### config.mk
export PLATFORM = sky130hd
export DESIGN_NAME = swd_transfer_master
export DESIGN_NICKNAME = d
export VERILOG_FILES = /design/src/sv/swdtm_pkg.sv /design/src/sv/swdtm_front.sv /design/src/sv/swdtm_engine.sv /design/src/sv/swd_transfer_master.sv
export SDC_FILE = /design/constraint.sdc
export NUM_CORES = 1
export LEC_CHECK = 0
export ABC_AREA = 1
export BUFFER_PORTS_ARGS = -buffer_cell sky130_fd_sc_hd__buf_2
export CORE_ASPECT_RATIO = 1.75
export CORE_MARGIN = 5
export CORE_UTILIZATION = 40
export CTS_CLUSTER_DIAMETER = 120
export CTS_CLUSTER_SIZE = 28
export DETAILED_ROUTE_END_ITERATION = 6
export PLACE_DENSITY = 0.63
export SLEW_MARGIN = 20
export SYNTH_ARGS = -nofsm -noshare
export SYNTH_HDL_FRONTEND = slang
export SYNTH_SLANG_ARGS = --single-unit
### constraint.sdc
create_clock -name i_clk -period 6.4 [get_ports i_clk]
set_input_delay 0.96 -clock i_clk [delete_from_list [all_inputs] [get_ports i_clk]]
set_output_delay 0.96 -clock i_clk [all_outputs]
set_load 0.02 [all_outputs]
### src/sv/swdtm_pkg.sv
// ----------------------------------------------------------------------------
// swdtm_pkg
// types, codes and phase helpers of the swd transfer master
// ----------------------------------------------------------------------------
`default_nettype none

package swdtm_pkg;

    // transfer phases
    localparam logic [3:0] PH_IDLE     = 4'd0;
    localparam logic [3:0] PH_REQ      = 4'd1;
    localparam logic [3:0] PH_TURN_A   = 4'd2;
    localparam logic [3:0] PH_ACK      = 4'd3;
    localparam logic [3:0] PH_RDATA    = 4'd4;
    localparam logic [3:0] PH_RPAR     = 4'd5;
    localparam logic [3:0] PH_TURN_B   = 4'd6;
    localparam logic [3:0] PH_TURN_W   = 4'd7;
    localparam logic [3:0] PH_WDATA    = 4'd8;
    localparam logic [3:0] PH_WPAR     = 4'd9;
    localparam logic [3:0] PH_IDLE_CLK = 4'd10;
    localparam logic [3:0] PH_DUMMY_R  = 4'd11;
    localparam logic [3:0] PH_TURN_F   = 4'd12;
    localparam logic [3:0] PH_DUMMY_W  = 4'd13;
    localparam logic [3:0] PH_BACKOFF  = 4'd14;

    localparam logic [7:0] REQ_LEN        = 8'd8;
    localparam logic [7:0] ACK_LEN        = 8'd3;
    localparam logic [7:0] DATA_LEN       = 8'd32;
    localparam logic [7:0] DATA_PHASE_LEN = 8'd33;

    // acknowledge codes as received
    localparam logic [2:0] ACK_OK    = 3'd1;
    localparam logic [2:0] ACK_WAIT  = 3'd2;
    localparam logic [2:0] ACK_FAULT = 3'd4;

    // transfer status
    localparam logic [2:0] ST_OK     = 3'd0;
    localparam logic [2:0] ST_WAIT   = 3'd1;
    localparam logic [2:0] ST_FAULT  = 3'd2;
    localparam logic [2:0] ST_PROTO  = 3'd3;
    localparam logic [2:0] ST_PARITY = 3'd4;

    // configuration register indexes
    localparam logic [1:0] CFG_TURNAROUND = 2'd0;
    localparam logic [1:0] CFG_IDLE_COUNT = 2'd1;
    localparam logic [1:0] CFG_FORCE_DATA = 2'd2;

    localparam int ITEM_TDATA_W   = 40;
    localparam int RESULT_TDATA_W = 48;

    typedef struct packed {
        logic        is_start;
        logic [3:0]  request;
        logic [31:0] wdata;
        logic        sample;
    } t_item;

    typedef struct packed {
        logic        drive;
        logic        enable;
        logic        busy;
        logic        done;
        logic [2:0]  status;
        logic [2:0]  ack;
        logic [31:0] rdata;
    } t_result;

    function automatic logic [7:0] phase_len(input logic [3:0] ph,
                                             input logic [2:0] ta,
                                             input logic [7:0] idle_cnt);
        logic [7:0] len;
        case (ph)
            PH_REQ:                                    len = REQ_LEN;
            PH_ACK:                                    len = ACK_LEN;
            PH_RDATA, PH_WDATA:                        len = DATA_LEN;
            PH_RPAR, PH_WPAR:                          len = 8'd1;
            PH_TURN_A, PH_TURN_B, PH_TURN_W, PH_TURN_F: len = {5'd0, ta};
            PH_IDLE_CLK:                               len = idle_cnt;
            PH_DUMMY_R, PH_DUMMY_W:                    len = DATA_PHASE_LEN;
            PH_BACKOFF:                                len = {5'd0, ta} + DATA_PHASE_LEN;
            default:                                   len = 8'd0;
        endcase
        return len;
    endfunction

    function automatic logic [3:0] next_phase(input logic [3:0] ph,
                                              input logic [2:0] ack,
                                              input logic       rd,
                                              input logic       force_dp);
        logic [3:0] nxt;
        case (ph)
            PH_REQ:    nxt = PH_TURN_A;
            PH_TURN_A: nxt = PH_ACK;
            PH_ACK: begin
                if (ack == ACK_OK) begin
                    nxt = rd ? PH_RDATA : PH_TURN_W;
                end else if (ack == ACK_WAIT || ack == ACK_FAULT) begin
                    nxt = (force_dp && rd) ? PH_DUMMY_R : PH_TURN_F;
                end else begin
                    nxt = PH_BACKOFF;
                end
            end
            PH_RDATA:   nxt = PH_RPAR;
            PH_RPAR:    nxt = PH_TURN_B;
            PH_TURN_B:  nxt = PH_IDLE_CLK;
            PH_TURN_W:  nxt = PH_WDATA;
            PH_WDATA:   nxt = PH_WPAR;
            PH_WPAR:    nxt = PH_IDLE_CLK;
            PH_DUMMY_R: nxt = PH_TURN_F;
            PH_TURN_F:  nxt = (force_dp && !rd) ? PH_DUMMY_W : PH_IDLE;
            default:    nxt = PH_IDLE;
        endcase
        return nxt;
    endfunction

    // skip phases of zero length; at most two can follow one another
    function automatic logic [3:0] enter_phase(input logic [3:0] ph,
                                               input logic [2:0] ta,
                                               input logic [7:0] idle_cnt,
                                               input logic [2:0] ack,
                                               input logic       rd,
                                               input logic       force_dp);
        logic [3:0] p;
        p = ph;
        for (int i = 0; i < 3; i++) begin
            if (p != PH_IDLE && phase_len(p, ta, idle_cnt) == 8'd0) begin
                p = next_phase(p, ack, rd, force_dp);
            end
        end
        return p;
    endfunction

    // {enable, drive} presented in a phase
    function automatic logic [1:0] pin_state(input logic [3:0] ph,
                                             input logic [7:0] cnt,
                                             input logic [3:0] req,
                                             input logic       data_lsb,
                                             input logic       par);
        logic [7:0] pkt;
        logic [7:0] pos;
        logic [1:0] pins;
        pkt  = {1'b1, 1'b0, ^req, req, 1'b1};
        pos  = REQ_LEN - cnt;
        pins = 2'b01;
        case (ph)
            PH_IDLE:                 pins = 2'b11;
            PH_REQ:                  pins = {1'b1, pkt[pos[2:0]]};
            PH_WDATA:                pins = {1'b1, data_lsb};
            PH_WPAR:                 pins = {1'b1, par};
            PH_IDLE_CLK, PH_DUMMY_W: pins = 2'b10;
            default:                 pins = 2'b01;
        endcase
        return pins;
    endfunction

endpackage

`default_nettype wire

### src/sv/swdtm_front.sv
// ----------------------------------------------------------------------------
// swdtm_front
// takes stream items, sorts them into start and tick, queues them
// ----------------------------------------------------------------------------
`default_nettype none

module swdtm_front #(
    parameter int DEPTH = 2
) (
    input  wire logic                                  i_clk,
    input  wire logic                                  i_rst_n,
    input  wire logic                                  i_s_tvalid,
    output logic                                       o_s_tready,
    input  wire logic [swdtm_pkg::ITEM_TDATA_W-1:0]    i_s_tdata,
    input  wire logic                                  i_s_tuser,
    output logic                                       o_item_valid,
    input  wire logic                                  i_item_ready,
    output swdtm_pkg::t_item                           o_item
);

    localparam int PTR_W = (DEPTH > 1) ? $clog2(DEPTH) : 1;
    localparam int CNT_W = $clog2(DEPTH + 1);
    localparam logic [PTR_W-1:0] LAST_PTR = PTR_W'(DEPTH - 1);
    localparam logic [CNT_W-1:0] FULL_CNT = CNT_W'(DEPTH);

    swdtm_pkg::t_item r_mem [DEPTH];
    logic [PTR_W-1:0] r_wptr, n_wptr;
    logic [PTR_W-1:0] r_rptr, n_rptr;
    logic [CNT_W-1:0] r_count, n_count;
    swdtm_pkg::t_item c_in;
    logic             c_push, c_pop;

    always_comb begin
        c_in.is_start = i_s_tuser;
        c_in.request  = i_s_tdata[3:0];
        c_in.wdata    = i_s_tuser ? i_s_tdata[35:4] : 32'd0;
        c_in.sample   = i_s_tuser ? 1'b0 : i_s_tdata[36];
    end

    assign o_s_tready   = (r_count != FULL_CNT);
    assign o_item_valid = (r_count != '0);
    assign o_item       = r_mem[r_rptr];
    assign c_push       = i_s_tvalid && o_s_tready;
    assign c_pop        = o_item_valid && i_item_ready;

    always_comb begin
        n_wptr  = r_wptr;
        n_rptr  = r_rptr;
        n_count = r_count;
        if (c_push) begin
            n_wptr = (r_wptr == LAST_PTR) ? '0 : r_wptr + 1'b1;
        end
        if (c_pop) begin
            n_rptr = (r_rptr == LAST_PTR) ? '0 : r_rptr + 1'b1;
        end
        case ({c_push, c_pop})
            2'b10:   n_count = r_count + 1'b1;
            2'b01:   n_count = r_count - 1'b1;
            default: n_count = r_count;
        endcase
    end

    always_ff @(posedge i_clk) begin
        if (!i_rst_n) begin
            r_wptr  <= '0;
            r_rptr  <= '0;
            r_count <= '0;
        end else begin
            r_wptr  <= n_wptr;
            r_rptr  <= n_rptr;
            r_count <= n_count;
        end
    end

    always_ff @(posedge i_clk) begin
        if (c_push) begin
            r_mem[r_wptr] <= c_in;
        end
    end

endmodule

`default_nettype wire

### src/sv/swdtm_engine.sv
// ----------------------------------------------------------------------------
// swdtm_engine
// runs the transfer phases one swclk tick per item, registers the result
// ----------------------------------------------------------------------------
`default_nettype none

module swdtm_engine (
    input  wire logic              i_clk,
    input  wire logic              i_rst_n,
    input  wire logic              i_cfg_we,
    input  wire logic [1:0]        i_cfg_addr,
    input  wire logic [7:0]        i_cfg_wdata,
    input  wire logic              i_item_valid,
    output logic                   o_item_ready,
    input  wire swdtm_pkg::t_item  i_item,
    output logic                   o_m_tvalid,
    input  wire logic              i_m_tready,
    output swdtm_pkg::t_result     o_result
);

    logic [2:0]  r_ta;
    logic [7:0]  r_idle_cnt;
    logic        r_force;

    logic [3:0]  r_phase, n_phase;
    logic [7:0]  r_cnt, n_cnt;
    logic [31:0] r_shift, n_shift;
    logic        r_par, n_par;
    logic [3:0]  r_req, n_req;
    logic [2:0]  r_ack, n_ack;

    logic                r_out_valid;
    swdtm_pkg::t_result  r_out, n_out;

    logic        c_take;
    logic        c_rd;
    logic [1:0]  c_ack_pos;
    logic [1:0]  c_pins;
    logic [3:0]  c_nxt;

    assign o_item_ready = !r_out_valid || i_m_tready;
    assign c_take       = i_item_valid && o_item_ready;
    assign o_m_tvalid   = r_out_valid;
    assign o_result     = r_out;

    always_ff @(posedge i_clk) begin
        if (!i_rst_n) begin
            r_ta       <= 3'd1;
            r_idle_cnt <= 8'd0;
            r_force    <= 1'b0;
        end else if (i_cfg_we) begin
            case (i_cfg_addr)
                swdtm_pkg::CFG_TURNAROUND: r_ta       <= i_cfg_wdata[2:0];
                swdtm_pkg::CFG_IDLE_COUNT: r_idle_cnt <= i_cfg_wdata;
                swdtm_pkg::CFG_FORCE_DATA: r_force    <= i_cfg_wdata[0];
                default: ;
            endcase
        end
    end

    always_comb begin
        n_phase   = r_phase;
        n_cnt     = r_cnt;
        n_shift   = r_shift;
        n_par     = r_par;
        n_req     = r_req;
        n_ack     = r_ack;
        c_rd      = r_req[1];
        c_ack_pos = 2'd3 - r_cnt[1:0];
        c_nxt     = swdtm_pkg::PH_IDLE;
        c_pins    = 2'b11;

        n_out.drive  = 1'b1;
        n_out.enable = 1'b1;
        n_out.busy   = 1'b0;
        n_out.done   = 1'b0;
        n_out.status = swdtm_pkg::ST_OK;
        n_out.ack    = 3'd0;
        n_out.rdata  = 32'd0;

        if (i_item.is_start) begin
            if (r_phase == swdtm_pkg::PH_IDLE) begin
                n_req   = i_item.request;
                n_shift = i_item.wdata;
                n_par   = 1'b0;
                n_ack   = 3'd0;
                n_phase = swdtm_pkg::PH_REQ;
                n_cnt   = swdtm_pkg::REQ_LEN;
            end
            // a start shows what the next tick will present
            c_pins = swdtm_pkg::pin_state(n_phase, n_cnt, n_req, n_shift[0], n_par);
        end else begin
            c_pins = swdtm_pkg::pin_state(r_phase, r_cnt, r_req, r_shift[0], r_par);
            if (r_phase != swdtm_pkg::PH_IDLE) begin
                case (r_phase)
                    swdtm_pkg::PH_ACK: begin
                        case (c_ack_pos)
                            2'd0:    n_ack = r_ack | {2'b00, i_item.sample};
                            2'd1:    n_ack = r_ack | {1'b0, i_item.sample, 1'b0};
                            2'd2:    n_ack = r_ack | {i_item.sample, 2'b00};
                            default: n_ack = r_ack;
                        endcase
                    end
                    swdtm_pkg::PH_RDATA: begin
                        n_shift = {i_item.sample, r_shift[31:1]};
                        n_par   = r_par ^ i_item.sample;
                    end
                    swdtm_pkg::PH_RPAR: begin
                        n_par = r_par ^ i_item.sample;
                    end
                    swdtm_pkg::PH_WDATA: begin
                        n_par   = r_par ^ r_shift[0];
                        n_shift = {1'b0, r_shift[31:1]};
                    end
                    swdtm_pkg::PH_WPAR: begin
                        n_par = 1'b0;
                    end
                    default: ;
                endcase
                if (r_cnt > 8'd1) begin
                    n_cnt = r_cnt - 8'd1;
                end else begin
                    c_nxt = swdtm_pkg::enter_phase(
                        swdtm_pkg::next_phase(r_phase, n_ack, c_rd, r_force),
                        r_ta, r_idle_cnt, n_ack, c_rd, r_force);
                    n_phase = c_nxt;
                    n_cnt   = swdtm_pkg::phase_len(c_nxt, r_ta, r_idle_cnt);
                end
                if (n_phase == swdtm_pkg::PH_IDLE) begin
                    n_out.done = 1'b1;
                    n_out.ack  = n_ack;
                    if (n_ack == swdtm_pkg::ACK_OK) begin
                        n_out.status = (c_rd && n_par) ? swdtm_pkg::ST_PARITY
                                                       : swdtm_pkg::ST_OK;
                        if (c_rd) begin
                            n_out.rdata = n_shift;
                        end
                    end else if (n_ack == swdtm_pkg::ACK_WAIT) begin
                        n_out.status = swdtm_pkg::ST_WAIT;
                    end else if (n_ack == swdtm_pkg::ACK_FAULT) begin
                        n_out.status = swdtm_pkg::ST_FAULT;
                    end else begin
                        n_out.status = swdtm_pkg::ST_PROTO;
                    end
                end
            end
        end

        n_out.enable = c_pins[1];
        n_out.drive  = c_pins[0];
        n_out.busy   = (n_phase != swdtm_pkg::PH_IDLE);
    end

    always_ff @(posedge i_clk) begin
        if (!i_rst_n) begin
            r_phase     <= swdtm_pkg::PH_IDLE;
            r_cnt       <= 8'd0;
            r_shift     <= 32'd0;
            r_par       <= 1'b0;
            r_req       <= 4'd0;
            r_ack       <= 3'd0;
            r_out_valid <= 1'b0;
        end else begin
            if (c_take) begin
                r_phase <= n_phase;
                r_cnt   <= n_cnt;
                r_shift <= n_shift;
                r_par   <= n_par;
                r_req   <= n_req;
                r_ack   <= n_ack;
            end
            if (c_take) begin
                r_out_valid <= 1'b1;
            end else if (i_m_tready) begin
                r_out_valid <= 1'b0;
            end
        end
    end

    always_ff @(posedge i_clk) begin
        if (c_take) begin
            r_out <= n_out;
        end
    end

endmodule

`default_nettype wire

### src/sv/swd_transfer_master.sv
// ----------------------------------------------------------------------------
// swd_transfer_master
// host side of one serial wire debug transfer, one swclk tick per item
// ----------------------------------------------------------------------------
// channel   direction  handshake                 payload
// s_axis    in         tvalid/tready             tuser cmd, tdata request/wdata/sample
// m_axis    out        tvalid/tready             tdata pins, busy, done, status, ack, rdata
// cfg       in         i_cfg_we, no wait         i_cfg_addr, i_cfg_wdata
//
// one item per clock while neither side stalls; every item, start or tick, gives one result
// an item passes the queue entry, then the output register
// the engine's phase register and bit counter carry one tick into the next
// synchronous active-low reset empties the queue and parks the engine idle
// either side may stall; the queue holds QUEUE_DEPTH items while the output waits
// ----------------------------------------------------------------------------
`default_nettype none

module swd_transfer_master #(
    parameter int QUEUE_DEPTH = 2
) (
    input  wire logic        i_clk,
    input  wire logic        i_rst_n,
    input  wire logic        i_cfg_we,
    input  wire logic [1:0]  i_cfg_addr,
    input  wire logic [7:0]  i_cfg_wdata,
    input  wire logic        s_axis_tvalid,
    output logic             s_axis_tready,
    // request[3:0], wdata[35:4], swdio_sample[36], zero fill
    input  wire logic [39:0] s_axis_tdata,
    // cmd[0]
    input  wire logic [0:0]  s_axis_tuser,
    output logic             m_axis_tvalid,
    input  wire logic        m_axis_tready,
    // swdio_drive[0], swdio_enable[1], busy_res[2], done_res[3], status[6:4],
    // ack_bits[9:7], rdata[41:10], zero fill
    output logic [47:0]      m_axis_tdata
);

    logic               c_item_valid;
    logic               c_item_ready;
    swdtm_pkg::t_item   c_item;
    swdtm_pkg::t_result c_result;

    swdtm_front #(
        .DEPTH (QUEUE_DEPTH)
    ) u_front (
        .i_clk        (i_clk),
        .i_rst_n      (i_rst_n),
        .i_s_tvalid   (s_axis_tvalid),
        .o_s_tready   (s_axis_tready),
        .i_s_tdata    (s_axis_tdata),
        .i_s_tuser    (s_axis_tuser[0]),
        .o_item_valid (c_item_valid),
        .i_item_ready (c_item_ready),
        .o_item       (c_item)
    );

    swdtm_engine u_engine (
        .i_clk        (i_clk),
        .i_rst_n      (i_rst_n),
        .i_cfg_we     (i_cfg_we),
        .i_cfg_addr   (i_cfg_addr),
        .i_cfg_wdata  (i_cfg_wdata),
        .i_item_valid (c_item_valid),
        .o_item_ready (c_item_ready),
        .i_item       (c_item),
        .o_m_tvalid   (m_axis_tvalid),
        .i_m_tready   (m_axis_tready),
        .o_result     (c_result)
    );

    assign m_axis_tdata = {6'd0, c_result.rdata, c_result.ack, c_result.status,
                           c_result.done, c_result.busy, c_result.enable,
                           c_result.drive};

endmodule

`default_nettype wire

==> impl_metrics.tcl, run 1 <==
set metrics [dict create \
    outcome "finished clean" \
    multi_input_area_mm2 0.00393 \
    drt_pre_antenna_iters 5 \
    numCtsBuffers 17 \
    synth_compound_area_share_pct 11.8 \
    syn_inst 1137 \
    cp.depth 30 \
    power.density_mw_per_mm2 541 \
    vdd_drop_max_uv 233 \
    crit_slowest_cell "nand3_4" \
    crit_family "simple AND/OR/NAND/NOR gates" \
    final_area_mm2 0.0110 \
    grt_pass1_wl_um 38200 \
    hold_viol_final 0 \
    die_w_um 127 \
    drtIter0Drc 343 \
    rows 75 \
    fp.coreArea_mm2 0.0238 \
    netlist_area_mm2 0.00962 \
    tns_ns 0 \
    drv_cap 0 \
    cp-start-kind "flop" \
    synth_simple_gate_area_share_pct 26.6 \
    ant_nets 0 \
    finalSetupViolations 0 \
    place_inst 1505 \
    drc 0 \
    reg2reg_depth 30 \
    finalMaxSlewViolations 0 \
    cts_resized 0 \
    stdcell_count 1537 \
    muxShareOfSynthArea_pct 0 \
    clock_latency_ns 0.44 \
    grt_setup_unrepaired "no" \
    crit_type "flop to flop" \
    synth_area_per_cell_um2 8.46 \
    yosys_most_used_dff "edfxtp_1" \
    fin_crit_sh_pct 86.7 \
    antenna_cells 0 \
    ctsLongestPathBuffers 2 \
    min_path_type "flop to flop" \
    area_delta_synth_final_pct 14.1 \
    fin_nets 1282 \
    yosysWarnings 0 \
    die-area_mm2 0.0274 \
    port_buffers 96 \
    num_vias 7674 \
    cts_tree "done" \
    root_buffer "clkbuf_16" \
    timing.fmax_ghz 0.180 \
    htree_levels 4 \
    worstPathMaxFanout 22 \
    die_h_um 215 \
    placed_cell_area_mm2 0.0104 \
    crit_path_end_kind "flop" \
    hpwl_um 16700 \
    async_flop_share_pct 0 \
    clk_pin_slew_ns 0.07 \
    seq_area_mm2 0.00494 \
    synthAdderAreaFrac_pct 1.30 \
    synth_top_family_by_area "simple AND/OR/NAND/NOR gates" \
    skew_ns 0.0109 \
    ios 106 \
    crit_arrival_ns 5.85 \
    initial_core_util_pct 40.3 \
    grt_pass1_vias 7617 \
    ys_types 46 \
    ys_ff_latch 188 \
    gr-total-overflow 0 \
    worstPathRequired_ns 6.70 \
    wirelength_um 23800 \
    grt_antenna_before_repair 0 \
    path_buf_inv 6 \
    vias_per_cell 4.99 \
    whs_path_depth 1 \
    worstMarginPinSlew_ns 0.801 \
    synth_edf_count 118 \
    post_cts_buffers 0 \
    post_drt_wl_per_cell_um 15.5 \
    gp_congestion 0.940 \
    relSlewSlack_pct 46.4 \
    layout-drive-gt1-share_pct 17.7 \
    clkSinkCount 188 \
    grtUsageTotal_pct 17.8 \
    cts_hold_buf 0 \
    max_stage_delay_ns 0.53 \
    grt_max_degree 70 \
    ys_seq_area_share_pct 51.4 \
    synth-xor-area-share_pct 0.638 \
    power.leakage_nw 4.61 \
    n_fill_cell 2407 \
    period_needed_ns 5.55 \
]
==> layout by cell type, fill, tap and decap left out, types with 5 or more instances in the layout <==
| cell type | instances |
|---|---|
| dfxtp_1 | 70 |
| conb_1 | 6 |
| edfxtp_1 | 118 |
| inv_2 | 7 |
| inv_1 | 130 |
| nand2_2 | 17 |
| nor2_4 | 35 |
| xnor2_1 | 5 |
| nand3_1 | 40 |
| a21oi_1 | 71 |
| nor2_1 | 107 |
| o21ai_0 | 81 |
| ha_1 | 10 |
| clkbuf_16 | 17 |
| a211oi_1 | 31 |
| nand2_1 | 264 |
| nor3_1 | 38 |
| buf_4 | 12 |
| nand4_1 | 12 |
| clkinv_1 | 5 |
| buf_2 | 96 |
==> cells in the mapped netlist, drive strengths merged, types with 2 or more instances <==
library cell  count  share of area (%)
o21ai            82                4.3
nand4            12               0.78
buf              11                1.1
or2               4               0.26
ha               10                1.3
inv             137                5.3
nor4              2               0.13
nand3            47                3.0
nor3             38                2.0
xnor2             5               0.46
clkinv            3               0.13
a31oi             4               0.26
xor2              2               0.18
dfxtp            70                 15
nand2           284                 12
a21oi            73                3.8
edfxtp          118                 37
nor2            145                8.4
o211ai            4               0.31
clkbuf           43                1.7
a211oi           31                2.4
==> per-stage QoR <==
stage               util, %  worst slack, ns  hold slack (ns)  power, W
floorplan                 -            0.983            0.426   0.00406
global placement       43.5            0.963            0.439   0.00487
detailed placement     43.5            0.934            0.450   0.00489
CTS                    46.0            0.893            0.458   0.00599
global route           46.0            0.528            0.490   0.00639
finish                 46.0            0.854            0.458   0.00594
==> sequential cells by signal (all words and copies together), names as in the netlist, named ones only <==
name	count
u_front.r_count	2
u_engine.o_result	42
u_engine.r_phase	4
u_engine.r_ack	3
u_engine.r_ta	3
u_engine.r_req	4
u_engine.r_par	1
u_engine.r_cnt	8
u_front.r_mem	76
u_engine.r_idle_cnt	8
u_engine.r_shift	32
u_front.r_rptr	1
u_front.r_wptr	1
u_engine.o_m_tvalid	1
u_engine.r_force	1
==> routing by layer <==
layer / vias to the layer above / share of wire, % / GRT usage [%]
met5: - / 0 / 0
met4: 0 / 3.2 / 7.66
met3: 44 / 3.4 / 3.18
met2: 156 / 56 / 34.8
met1: 3568 / 37 / 18.0
li1: 3906 / - / -
==> worst reg2reg max path: cells and delay by family, from the launching register on <==
kind                       cells  cell delay (ns)
AOI/OAI and AO/OA              2             0.59
DFF                            1             0.47
buffers and inverters          6             1.00
adders and majority gates      1             0.28
and+or+nand+nor               21             3.08
==> where the power goes <==
part	total, W	leakage (nW)	switching, W	internal (W)
combinational	0.00304	2.61	0.00219	0.000847
clock	0.00108	0.290	0.000463	0.000615
sequential	0.00182	1.71	0.000171	0.00165
==> path summary, 6_finish.rpt <==
path | end | slack (ns) | start
min reg2reg | u_front.r_rptr | 0.46 | u_front.r_rptr
min | u_front.r_rptr | 0.46 | u_front.r_rptr
max | u_engine.o_result[27] | 0.85 | u_engine.r_cnt[0]
max reg2reg | u_engine.o_result[27] | 0.85 | u_engine.r_cnt[0]
==> kinds of logic after synthesis <==
family | after synthesis
buffers and inverters | 194
flip-flops | 188
adder cells (fa/ha/maj) | 10
other | 1
AND/OR/NAND/NOR | 535
XOR/XNOR | 7
AO/OA/AOI/OAI | 202
==> final cells by class <==
cell class	instances	share of cell area, %
Multi-Input combinational cell	760	35.8
Timing Repair Buffer	109	5.38
Sequential cell	188	45.1
Tap cell	308	3.51
Clock buffer	18	3.91
Clock inverter	14	1.50
Inverter	140	4.80
Power figures use the tool's default switching activity.
==> run 2, diff against run 1 <==
--- a/config.mk
+++ b/config.mk
@@ -14,6 +14,7 @@
 export CTS_CLUSTER_SIZE = 28
 export DETAILED_ROUTE_END_ITERATION = 6
 export PLACE_DENSITY = 0.63
+export RECOVER_POWER = 50
 export SLEW_MARGIN = 20
 export SYNTH_ARGS = -nofsm -noshare
 export SYNTH_HDL_FRONTEND = slang
==> run 2 against run 1 <==
  * The run now ends with max-capacitance violations, max-slew violations left
  * Worst setup slack got worse by 0.0065 ns
  * Sequential share of layout area rose by 0.093 points
  * Sequential power barely moved
  * Clock skew barely moved
  * Clock-buffer cell count did not move
  * Worst hold slack improved by 0.0013 ns
  * Combinational power barely moved
  * Wire length barely moved
  * Global-route usage did not move
==> impl_metrics.tcl, run 2 (same netlist as run 1, synthesis figures left out) <==
set metrics [dict create \
    regMostFlops "u_front.r_mem" \
    worstPathRequired_ns 6.70 \
    hold_ws_ns 0.460 \
    die_h_um 215 \
    power.density_mw_per_mm2 544 \
    tns_ns 0 \
    clkSinkCount 188 \
    hpwl_um 16700 \
    gr-total-overflow 0 \
    drt_pre_antenna_iters 5 \
    p_sw_w 0.00283 \
    crit_type "flop to flop" \
    cp-start-kind "flop" \
    p_int_w 0.00312 \
    grt_antenna_before_repair 0 \
    port_buffers 96 \
    cts_tree "done" \
    largest_reg_flops 76 \
    violations "max-capacitance violations, max-slew violations" \
    power_frac_seq_pct 30.9 \
    finalSetupViolations 0 \
    crit_slowest_cell "nand3_4" \
    clock_latency_ns 0.45 \
    fin_crit_sh_pct 86.8 \
    power.share.clock_pct 18.1 \
    power.leakage_nw 4.58 \
    htree_levels 4 \
    initial_core_util_pct 40.3 \
    fp.coreArea_mm2 0.0238 \
    num_vias 7686 \
    root_buffer "clkbuf_16" \
    wirelength_um 23800 \
    crit_path_end_kind "flop" \
    post_drt_wl_per_cell_um 15.5 \
    comb_power_share_pct 51.0 \
    min_path_type "flop to flop" \
    grt_pass1_vias 7617 \
    post_cts_buffers 0 \
    fin_nets 1282 \
    outcome "finished, violations left" \
    sw_frac_of_total_pct 47.5 \
    finalMaxSlewViolations 214 \
    drtIter0Drc 322 \
    reg2reg_slack_ns 0.85 \
    worstPathMaxFanout 22 \
    period_needed_ns 5.55 \
    ios 106 \
    grt_setup_unrepaired "no" \
    vdd_drop_max_uv 235 \
    ant_nets 0 \
    clk_pin_slew_ns 0.07 \
    cts_hold_buf 0 \
    post-route-util_pct 45.9 \
    gp_congestion 0.940 \
    area_delta_synth_final_pct 13.9 \
    mostFrequentLayoutCells "nand2_1, inv_1, edfxtp_1" \
    hold_viol_final 0 \
    ctsLongestPathBuffers 2 \
    layout-drive-gt1-share_pct 16.8 \
    drv_cap 5 \
    cts_resized 0 \
    grt_max_degree 70 \
    grtUsageTotal_pct 17.8 \
    vias_per_cell 5.00 \
    crit_arrival_ns 5.86 \
    drc 0 \
    max_stage_delay_ns 0.53 \
    worstMarginPinSlew_ns 2.78 \
    skew_ns 0.0107 \
    final_common_cell "nand2_1" \
    die-area_mm2 0.0274 \
    grt_pass1_wl_um 38200 \
    timing.fmax_ghz 0.180 \
    numCtsBuffers 17 \
    antenna_cells 0 \
    relSlewSlack_pct -85.2 \
    rows 75 \
    die_w_um 127 \
]
run 2: layer usage:
layer	vias to the layer above	global-route usage (%)	part of all wire [%]
li1	3910	-	-
met1	3589	18.0	37
met2	145	34.8	56
met3	42	3.18	3.0
met4	0	7.66	3.3
met5	-	0	0
run 2: metrics by stage:
step | std cells | instance area, um^2 | total power, W | worst slack [ns]
after floorplan | 1142 | 9640 | 0.00406 | 0.983
after global placement | 1505 | 10400 | 0.00487 | 0.963
after detailed placement | 1505 | 10400 | 0.00489 | 0.934
after CTS | 1537 | 11000 | 0.00599 | 0.893
after global routing | 1537 | 11000 | 0.00641 | 0.528
final | 1537 | 11000 | 0.00595 | 0.847
run 2: worst paths after layout:
kind / from / endpoint / cells after the start
worst max register to register: u_engine.r_cnt[0] / u_engine.o_result[27] / 30
worst max-delay path: u_engine.r_cnt[0] / u_engine.o_result[27] / 30
worst min register to register: u_front.r_rptr / u_front.r_rptr / 1
worst min-delay path: u_front.r_rptr / u_front.r_rptr / 1
run 2: worst max-delay path: cells and delay by family, from the launching register on:
kind | cells | cell delay, ns
compound gates | 2 | 0.59
fa+ha+maj | 1 | 0.28
buf+inv | 6 | 0.99
flops | 1 | 0.47
simple gates | 21 | 3.06
run 2: power by group through the flow:
stage / clock network [W] / registers (W) / logic (W)
2_1_floorplan: 0 / 0.00197 / 0.00209
3_3_place_gp: 0 / 0.00185 / 0.00302
3_5_place_dp: 0 / 0.00185 / 0.00304
4_1_cts: 0.00111 / 0.00182 / 0.00306
5_1_grt: 0.00115 / 0.00187 / 0.00338
6_report: 0.00108 / 0.00184 / 0.00303
run 2: area by class of cell:
type	instances	area [um^2]
flip-flops and latches	188	4940
multi-input cells	760	3930
repair buffers	109	568
clock buffers	18	429
well taps	308	385
inverters	140	527
fillers	2407	12900
clock inverters	14	165
==> run 3, diff against run 2 <==
==> constraint.sdc (replaced) <==
create_clock -name i_clk -period 5.2 [get_ports i_clk]
set_input_delay 0.78 -clock i_clk [delete_from_list [all_inputs] [get_ports i_clk]]
set_output_delay 0.78 -clock i_clk [all_outputs]
set_load 0.02 [all_outputs]
==> run 3 against run 2 <==
  * The run still ends with max-capacitance violations, max-slew violations left
  * Wire length shrank 0.86%
  * Clock skew is essentially flat
  * Non-clock buffer count grew 5
  * Sequential cell count is the same
  * Sequential share of layout area is 0.062 points lower
  * Design area increased by 0.14%
  * Global-route usage shrank 0.10 points
  * Power increased by 23%
  * Sequential power is 23% higher
  * Critical path type unchanged
  * Highest routed layer unchanged
==> impl_metrics.tcl, run 3 (same netlist as run 1, synthesis figures left out) <==
set metrics [dict create \
    outcome "finished, violations left" \
    violations "max-capacitance violations, max-slew violations" \
    post_drt_wl_per_cell_um 15.3 \
    num_vias 7604 \
    rows 75 \
    power.density_mw_per_mm2 667 \
    numCtsBuffers 17 \
    skew_ns 0.0102 \
    drtIter0Drc 327 \
    crit_arrival_ns 4.80 \
    max_stage_delay_ns 0.35 \
    relSlewSlack_pct -90.8 \
    root_buffer "clkbuf_16" \
    top_layer "met4" \
    place_inst 1510 \
    worstPathMaxFanout 30 \
    clkSinkCount 188 \
    die-area_mm2 0.0274 \
    initial_core_util_pct 40.3 \
    post_cts_buffers 0 \
    mostFrequentLayoutCells "nand2_1, inv_1, edfxtp_1" \
    tns_ns 0 \
    port_buffers 96 \
    gr-total-overflow 0 \
    post-route-util_pct 46.0 \
    crit_slowest_cell "buf_12" \
    drv_cap 5 \
    drt_pre_antenna_iters 5 \
    power_frac_seq_pct 30.9 \
    clock_latency_ns 0.44 \
    fin_ws_ns 0.576 \
    fin_nets 1287 \
    grt_pass1_wl_um 38000 \
    period_needed_ns 4.62 \
    ant_nets 0 \
    drc 0 \
    finalMaxSlewViolations 215 \
    dp_worst_setup_slack_ns 0.626 \
    gp_congestion 0.901 \
    p_sw_w 0.00346 \
    worstMarginPinSlew_ns 2.86 \
    grt_pass1_vias 7608 \
    cts_resized 0 \
    largest_reg_flops 76 \
    clk_pin_slew_ns 0.07 \
    regMostFlops "u_front.r_mem" \
    die_w_um 127 \
    p_int_w 0.00385 \
    met3_length_um 688 \
    crit_type "flop to flop" \
    fp.coreArea_mm2 0.0238 \
    min_path_type "flop to flop" \
    reg2reg_depth 29 \
    crit_top_cell "nand3_1" \
    cts_hold_buf 0 \
    fin_crit_sh_pct 88.9 \
    wirelength_um 23600 \
    antenna_cells 0 \
    final_common_cell "nand2_1" \
    layout-drive-gt1-share_pct 15.2 \
    cp-start-kind "flop" \
    comb_power_share_pct 50.7 \
    finalSetupViolations 0 \
    wl_met2_um 13100 \
    whs_path_depth 1 \
    cts_tree "done" \
    stdcell_count 1542 \
    timing.fmax_ghz 0.216 \
    hpwl_um 16700 \
    power.leakage_nw 4.52 \
    worstPathRequired_ns 5.38 \
    die_h_um 215 \
    vdd_drop_max_uv 293 \
    power.share.clock_pct 18.5 \
    met1_length_um 8820 \
    vias_per_cell 4.93 \
    grt_max_degree 59 \
    grtUsageTotal_pct 17.7 \
    ios 106 \
    area_delta_synth_final_pct 14.0 \
    grt_antenna_before_repair 0 \
    hold_viol_final 0 \
    grt_setup_unrepaired "no" \
    ctsLongestPathBuffers 2 \
    crit_path_end_kind "flop" \
    sw_frac_of_total_pct 47.4 \
    htree_levels 4 \
]
run 3: critical path: cells and delay by family, from the launching register on:
kind                     cells  cell delay [ns]
flip-flops                   1             0.31
AO/OA/AOI/OAI                3             0.70
buffers and inverters        6             0.79
AND/OR/NAND/NOR             19             2.32
adder cells (fa/ha/maj)      1             0.24
run 3: power by group through the flow:
| stage | combinational (W) | sequential [W] | clock [W] |
|---|---|---|---|
| CTS | 0.00376 | 0.00224 | 0.00138 |
| global route | 0.00417 | 0.00231 | 0.00143 |
| finish | 0.00370 | 0.00226 | 0.00135 |
| detailed placement | 0.00374 | 0.00227 | 0 |
| floorplan | 0.00258 | 0.00241 | 0 |
| global placement | 0.00370 | 0.00226 | 0 |
run 3: worst paths after layout:
check	end	from	slack (ns)
worst max register to register	u_engine.o_result[12]	u_engine.r_cnt[0]	0.58
worst min-delay path	u_front.r_rptr	u_front.r_rptr	0.46
worst min register to register	u_front.r_rptr	u_front.r_rptr	0.46
worst max-delay path	u_engine.o_result[12]	u_engine.r_cnt[0]	0.58
run 3: cell type report:
| type | count | area, um^2 |
|---|---|---|
| repair buffers | 114 | 572 |
| clock buffers | 18 | 429 |
| flip-flops and latches | 188 | 4940 |
| inverters | 140 | 527 |
| multi-input cells | 760 | 3920 |
| well taps | 308 | 385 |
| clock inverters | 14 | 188 |
| fillers | 2419 | 12900 |
run 3: through the flow:
step | area (um^2) | hold slack (ns) | power, W
6_report | 11000 | 0.458 | 0.00731
3_3_place_gp | 10400 | 0.433 | 0.00596
5_1_grt | 11000 | 0.488 | 0.00791
2_1_floorplan | 9640 | 0.426 | 0.00499
4_1_cts | 11000 | 0.459 | 0.00738
3_5_place_dp | 10400 | 0.448 | 0.00600
run 3: per-layer routing:
metal	track usage [%]	vias up
met5	0	-
met4	9.02	0
met3	2.91	47
met2	33.9	141
met1	18.1	3504
li1	-	3912
